[src/sv/dark_channel_window_min_top_assert.svh]
// Assertion macros for the dark channel window minimum block.
// Both macros sample on the rising edge of clock and are off while reset is high.
`ifndef DARK_CHANNEL_WINDOW_MIN_TOP_ASSERT_SVH
`define DARK_CHANNEL_WINDOW_MIN_TOP_ASSERT_SVH

// The condition must hold in the same cycle.
`define DCWM_ASSERT_IMP(label, pre, post) \
   label: assert property (@(posedge clock) disable iff (reset) (pre) |-> (post)) \
      else $error("dark channel window check failed");

// The condition must hold in the next cycle.
`define DCWM_ASSERT_NEXT(label, pre, post) \
   label: assert property (@(posedge clock) disable iff (reset) (pre) |=> (post)) \
      else $error("dark channel window check failed");

`endif

[src/sv/dcwm_pkg.sv]
package dcwm_pkg;

   localparam int MAX_WIDTH   = 1024;
   localparam int MAX_RADIUS  = 7;
   localparam int MAX_HEIGHT  = 4096;
   localparam int NCELL       = 2 * MAX_RADIUS + 1;
   localparam int CELL_IW     = $clog2(NCELL);
   localparam int STORE_DEPTH = (2 * MAX_RADIUS + 2) * MAX_WIDTH;
   localparam int STORE_AW    = $clog2(STORE_DEPTH);
   localparam int PIX_W       = 8;
   localparam int CSR_AW      = 4;

   localparam logic [PIX_W-1:0] NEUTRAL = 8'hFF;

   localparam logic [1:0] REG_RADIUS = 2'd0;
   localparam logic [1:0] REG_WIDTH  = 2'd1;
   localparam logic [1:0] REG_HEIGHT = 2'd2;

   typedef struct packed {
      logic             clear;
      logic             shift;
      logic [PIX_W-1:0] din;
   } chain_ctrl_type;

   function automatic logic [PIX_W-1:0] min8(input logic [PIX_W-1:0] a,
                                             input logic [PIX_W-1:0] b);
      return (a < b) ? a : b;
   endfunction

endpackage

[src/sv/dcwm_cell.sv]
module dcwm_cell (
   input  logic                          clock,
   input  dcwm_pkg::chain_ctrl_type      ctrl,
   input  logic [dcwm_pkg::PIX_W-1:0]    neighbor_in,
   output logic [dcwm_pkg::PIX_W-1:0]    value
);
   import dcwm_pkg::*;

   logic [PIX_W-1:0] value_ff;
   logic [PIX_W-1:0] value_in;

   // A cleared cell holds the neutral value, which never lowers a minimum.
   always_comb begin
      value_in = value_ff;
      if (ctrl.clear) begin
         value_in = NEUTRAL;
      end else if (ctrl.shift) begin
         value_in = neighbor_in;
      end
   end

   always_ff @(posedge clock) begin
      value_ff <= value_in;
   end

   assign value = value_ff;

endmodule

[src/sv/dcwm_chain.sv]
module dcwm_chain (
   input  logic                          clock,
   input  dcwm_pkg::chain_ctrl_type      ctrl,
   input  logic [2:0]                    radius,
   output logic [dcwm_pkg::PIX_W-1:0]    win_min
);
   import dcwm_pkg::*;

   localparam int TREE_N = 1 << CELL_IW;

   logic [PIX_W-1:0] cell_val [NCELL];

   // Cell j holds the column minimum of column (center + radius - j).
   for (genvar j = 0; j < NCELL; j++) begin : g_cell
      if (j == 0) begin : g_head
         dcwm_cell u_cell (
            .clock       (clock),
            .ctrl        (ctrl),
            .neighbor_in (ctrl.din),
            .value       (cell_val[j])
         );
      end else begin : g_body
         dcwm_cell u_cell (
            .clock       (clock),
            .ctrl        (ctrl),
            .neighbor_in (cell_val[j-1]),
            .value       (cell_val[j])
         );
      end
   end

   // Cells past 2*radius lie outside the window and are masked off.
   always_comb begin
      logic [PIX_W-1:0] tree [1:2*TREE_N-1];
      for (int j = 0; j < TREE_N; j++) begin
         if (j < NCELL && j <= 2 * int'(radius)) begin
            tree[TREE_N + j] = cell_val[j];
         end else begin
            tree[TREE_N + j] = NEUTRAL;
         end
      end
      for (int i = TREE_N - 1; i >= 1; i--) begin
         tree[i] = min8(tree[2*i], tree[2*i+1]);
      end
      win_min = tree[1];
   end

endmodule

[config.mk]
export PLATFORM = sky130hd
export DESIGN_NAME = dcwm_chain
export DESIGN_NICKNAME = d
export VERILOG_FILES = /design/src/sv/dark_channel_window_min_top_assert.svh /design/src/sv/dcwm_pkg.sv /design/src/sv/dcwm_cell.sv /design/src/sv/dcwm_chain.sv
export SDC_FILE = /design/constraint.sdc
export NUM_CORES = 1
export LEC_CHECK = 0
export ABC_AREA = 1
export ABC_CLOCK_PERIOD_IN_PS = 9500
export BUFFER_PORTS_ARGS = -buffer_cell sky130_fd_sc_hd__buf_4
export CAP_MARGIN = 20
export CORE_MARGIN = 1
export CORE_UTILIZATION = 60
export CTS_CLUSTER_DIAMETER = 50
export DETAILED_ROUTE_END_ITERATION = 12
export GPL_ROUTABILITY_DRIVEN = 0
export PLACE_DENSITY = 0.77
export SLEW_MARGIN = 15
export SYNTH_ARGS = -nofsm -noshare
export SYNTH_HDL_FRONTEND = slang
export SYNTH_SLANG_ARGS = --single-unit
[constraint.sdc]
create_clock -name clock -period 9.5 [get_ports clock]
set_input_delay 0.95 -clock clock [delete_from_list [all_inputs] [get_ports clock]]
set_output_delay 0.95 -clock clock [all_outputs]
set_load 0.02 [all_outputs]
After elaboration in Yosys (flattened, before gate mapping)
Cells that the tools add are included.
W data, S select, Z words.
{"block": "word_totals", "register_bits": 120, "input_bits": 14, "out_inout_bits": 8, "wordCells": 75}
{"block": "classes", "magnitude_cmp": 30, "n_mux": 30}
{"op": "$mux W8", "count": 30}
{"op": "$lt A8 B8 Y1", "count": 14}
{"op": "$le A4 B4 Y1 const A", "count": 7}
{"op": "$le A3 B4 Y1 const A", "count": 4}
{"op": "$le A1 B4 Y1 const A", "count": 2}
{"op": "$le A2 B4 Y1 const A", "count": 2}
{"op": "$lt A8 B8 Y1 const B", "count": 1}

Logic depth before layout (Yosys ltp)
{"block": "logic_depth", "depth_word": 10, "ltp_mapped": 48, "mapped_depth_nobuf": 44}

By module
Synthesis repeated with hierarchy kept, for this count alone.
{"block": "hier_totals", "hier_cells": 1331, "area_unflattened_um2": 8405.6}
{"mod": "dcwm_chain", "instances": 1, "cells_each": 806, "area_per_inst_um2": 4220.3, "seq_area_each_um2": 0.0}
{"mod": "dcwm_cell", "instances": 15, "cells_each": 35, "area_per_inst_um2": 279.0, "seq_area_each_um2": 160.2}

Worst setup path after synthesis
No wires, ideal clock.
{"block": "synth_timing", "kind": "input port to output port", "startpoint": "input radius[2]", "endpoint": "output win_min[0] in the netlist's numbering", "arrival_time_ps": 6976, "path_slack_ps": 1574, "stages": 39, "path_cell_list": "buf_2 -> nand2_2 -> nand2_2 -> inv_1 -> clkbuf_1 -> or2_2 -> ha_1 -> nand2_1 -> nor2_1 -> a211oi_1 -> nand2_1 -> clkbuf_1 -> nand2_1 -> o21ai_0 -> ha_1 -> a21oi_1 -> nor2_1 -> a211oi_1 -> (+3 left out) -> nand2_1 -> o21ai_0 -> ha_1 -> a21oi_1 -> nor2_1 -> a211oi_1 -> nand2_4 -> inv_1 -> nand2_1 -> o21ai_0 -> inv_1 -> ha_1 -> nand2_1 -> nor2_1 -> a211oi_2 -> nand2_4 -> nand2_1 -> nand2_1"}
{"block": "synth_via", "elab_chain_len": 10, "word_cells_on_any_way": 60}
{"element": "start: declaration", "line_no": "dcwm_chain.sv:4", "text": "input logic [2:0] radius,"}
{"element": "$le A1 B4 Y1 (tied with other cells)", "line_no": "dcwm_chain.sv:36", "text": "if (j < NCELL && j <= 2 * int'(radius)) begin"}
{"element": "$mux W8", "line_no": "dcwm_chain.sv:36"}
{"element": "$lt A8 B8 Y1", "line_no": "dcwm_pkg.sv:27", "text": "return (a < b) ? a : b;"}
{"element": "$mux W8", "line_no": "dcwm_pkg.sv:27"}
{"element": "$lt A8 B8 Y1", "line_no": "dcwm_pkg.sv:27"}
{"element": "$mux W8", "line_no": "dcwm_pkg.sv:27"}
{"element": "$lt A8 B8 Y1", "line_no": "dcwm_pkg.sv:27"}
{"element": "$mux W8", "line_no": "dcwm_pkg.sv:27"}
{"element": "$lt A8 B8 Y1", "line_no": "dcwm_pkg.sv:27"}
{"element": "$mux W8 (*)", "line_no": "dcwm_pkg.sv:27"}
{"element": "end: declaration", "line_no": "dcwm_chain.sv:5", "text": "output logic [dcwm_pkg::PIX_W-1:0] win_min"}
Every way passes the cells marked *; elsewhere a longest branch is shown, timed or not.

Worst setup path after layout
{"block": "layout_timing", "startpoint": "input radius[2]", "endpoint": "output win_min[1] in the netlist's numbering"}
The elaborated chain is that of the path after synthesis.

==> results_dict.tcl <==
set metrics [dict create \
    critPathMaxStageDelay_ns 0.46 \
    post-route-period-util 0.925 \
    cp.arrival_ns 7.83 \
    clk_pin_slew_ns 0.06 \
    final_nets 1389 \
    setup_tns_ns 0 \
    cts_sinks 120 \
    fin_hold_ws_ns 0.461 \
    synth_warnings 0 \
    yosysSeqAreaShare 0.292 \
    r2r_start "g_cell[4].g_body.u_cell.value[1]" \
    max_freq_mhz 114 \
    postCtsHoldBufs 0 \
    die_h_um 119 \
    cts_resized 0 \
    grt_pass1_vias 7323 \
    clk_latency_ns 0.42 \
    rows 42 \
    skew_ns 0.00521 \
    dieArea_sq_um 14200 \
    synth-seq-cells 120 \
    irDropWorstVdd_mv 0.267 \
    drtIter0Drc 523 \
    core-area_sq_um 13300 \
    crit_path_start_kind "input pin" \
    synth_top_cell_by_area "dfxtp_1" \
    pin_count 22 \
    tightestPinTransition_ns 1.11 \
    drv_cap 0 \
    drc_errors 0 \
    wl_um 20000 \
    critPathKind "input pin to output port" \
    critPathSlowestCell "a211oi_1" \
    place.detailed.hpwl_um 14100 \
    power_density_nw_per_um2 284 \
    worstReg2RegEnd "g_cell[5].g_body.u_cell.value[1]" \
    setup_viol 0 \
    grt_pass1_wl_um 34300 \
    synth_area_per_cell_sq_um 6.31 \
    gr-total-overflow 0 \
    htree_levels 4 \
    r2r_slack_ns 8.75 \
    cts_made_buffers 17 \
    setup_slack_ns 0.715 \
    p_leak_nw 4.72 \
    clockBufferDepth 2 \
    r2r_cells 2 \
    cp-end-kind "output port" \
    antenna_found_initial 0 \
    crit_path_frequent_cell "nand2_1" \
    via_per_inst 5.42 \
    synth_cell_type_count 23 \
    grt_max_degree 114 \
    synthesis.area_sq_um 8220 \
    relSlewSlack 0.260 \
    syn-num-nets 1407 \
    fin_crit_ns 8.78 \
    dp_slack_ns 0.595 \
    power_mw 2.57 \
    grt_use_total 0.298 \
    start_util 0.618 \
    cts-root-buf "clkbuf_16" \
    cts_tree "done" \
    critPathRequiredTime_ns 8.55 \
    rsz0062_at_grt "no" \
    io_buffers 21 \
    synthTopCellsByArea "dfxtp_1, nand2_1, ha_1" \
    whs_endpoint "g_cell[14].g_body.u_cell.value[0]" \
    final_hold_viol_count 0 \
    min_path_type "flop to flop" \
    post_cts_buffers 0 \
    die_w_um 119 \
    status "finished, final reports clean" \
    cp_max_fo 16 \
    areaGrowthSynthToFinish_pct 10.1 \
    final_max_slew_viol_count 0 \
    wl_per_cell_um 13.6 \
    vias 7980 \
    n_antenna_cell 0 \
    syn-instance-count 1302 \
    dr.pass1.iters 7 \
    holdPathStages 2 \
    synth_top_area_frac 0.292 \
    hp-start "g_cell[14].g_body.u_cell.value[0]" \
    ant_nets 0 \
    drive_gt1_frac 0.0786 \
]
## cell usage in the layout, fill, tap and decap left out, drive strengths merged
cell type	instances
a211oi	14
a21oi	66
buf	28
bufinv	3
clkbuf	21
clkinv	9
clkinvlp	1
dfxtp	120
ha	91
inv	73
nand2	480
nand3	142
nand3b	7
nand4	1
nor2	130
o211ai	6
o21ai	79
or2	26
## routing by layer
metal  track usage  vias up  wire (um)
li1              -     4202          -
met1         0.383     3605       9380
met2         0.499      144       9590
met3        0.0560       29        710
met4        0.0981        0        344
met5             0        -          0
## per-stage QoR
step	util	instance area (sq um)	std cells
floorplan	-	8220	1302
global placement	0.631	8400	1440
detailed placement	0.631	8400	1440
CTS	0.677	9000	1472
global route	0.680	9050	1473
finish	0.680	9050	1473
## Yosys cell counts
library cell	number
a211oi_1	13
a211oi_2	1
a21oi_1	66
buf_1	4
buf_2	2
clkbuf_1	59
clkinv_1	1
dfxtp_1	120
ha_1	91
inv_1	73
inv_2	1
nand2_1	469
nand2_2	8
nand2_4	3
nand3_1	142
nand3b_1	7
nand4_1	1
nor2_1	129
nor2_2	1
o211ai_1	6
o21ai_0	79
or2_1	1
or2_2	25
## kinds of logic (layout without fill, tap and decap cells)
| family | Yosys count | in the layout | share of synthesized area |
|---|---|---|---|
| simple gates | 786 | 786 | 0.398 |
| compound gates | 165 | 165 | 0.107 |
| buf+inv | 140 | 135 | 0.0643 |
| flops | 120 | 120 | 0.292 |
| fa+ha+maj | 91 | 91 | 0.139 |
## area by class of cell
class	count	area (sq um)
multi-input cells	1042	5300
flip-flops and latches	120	2400
clock inverters	11	148
repair buffers	28	230
well taps	176	220
clock buffers	21	460
inverters	75	284
fillers	1210	4250
## flip-flops by register name, summed over array words and instances, names as in the netlist
register,count
g_cell.g_body.u_cell.value,112
g_cell.g_head.u_cell.value,8
## how the worst max path moves through the flow
stage | cells after the start | startpoint | slack [ns] | end
2_1_floorplan | 39 | radius[2] | 1.57 | win_min[0]
3_3_place_gp | 33 | radius[2] | 0.62 | win_min[1]
3_5_place_dp | 36 | radius[2] | 0.59 | win_min[1]
4_1_cts | 36 | radius[2] | 0.56 | win_min[1]
5_1_grt | 34 | radius[2] | 0.00009 | win_min[1]
6_report | 36 | radius[2] | 0.72 | win_min[1]
## critical path: cells and delay by family
kind	cells	cell delay [ns]
adders and majority gates	4	1.25
AOI/OAI and AO/OA	10	2.38
buffers and inverters	7	1.21
and+or+nand+nor	15	2.00
## where the power goes
group / switching, mW / internal (mW)
registers: 0.0272 / 0.537
clock network: 0.239 / 0.426
logic: 0.866 / 0.471
total: 1.13 / 1.43
No activity file was read; power rests on OpenSTA's default activity.
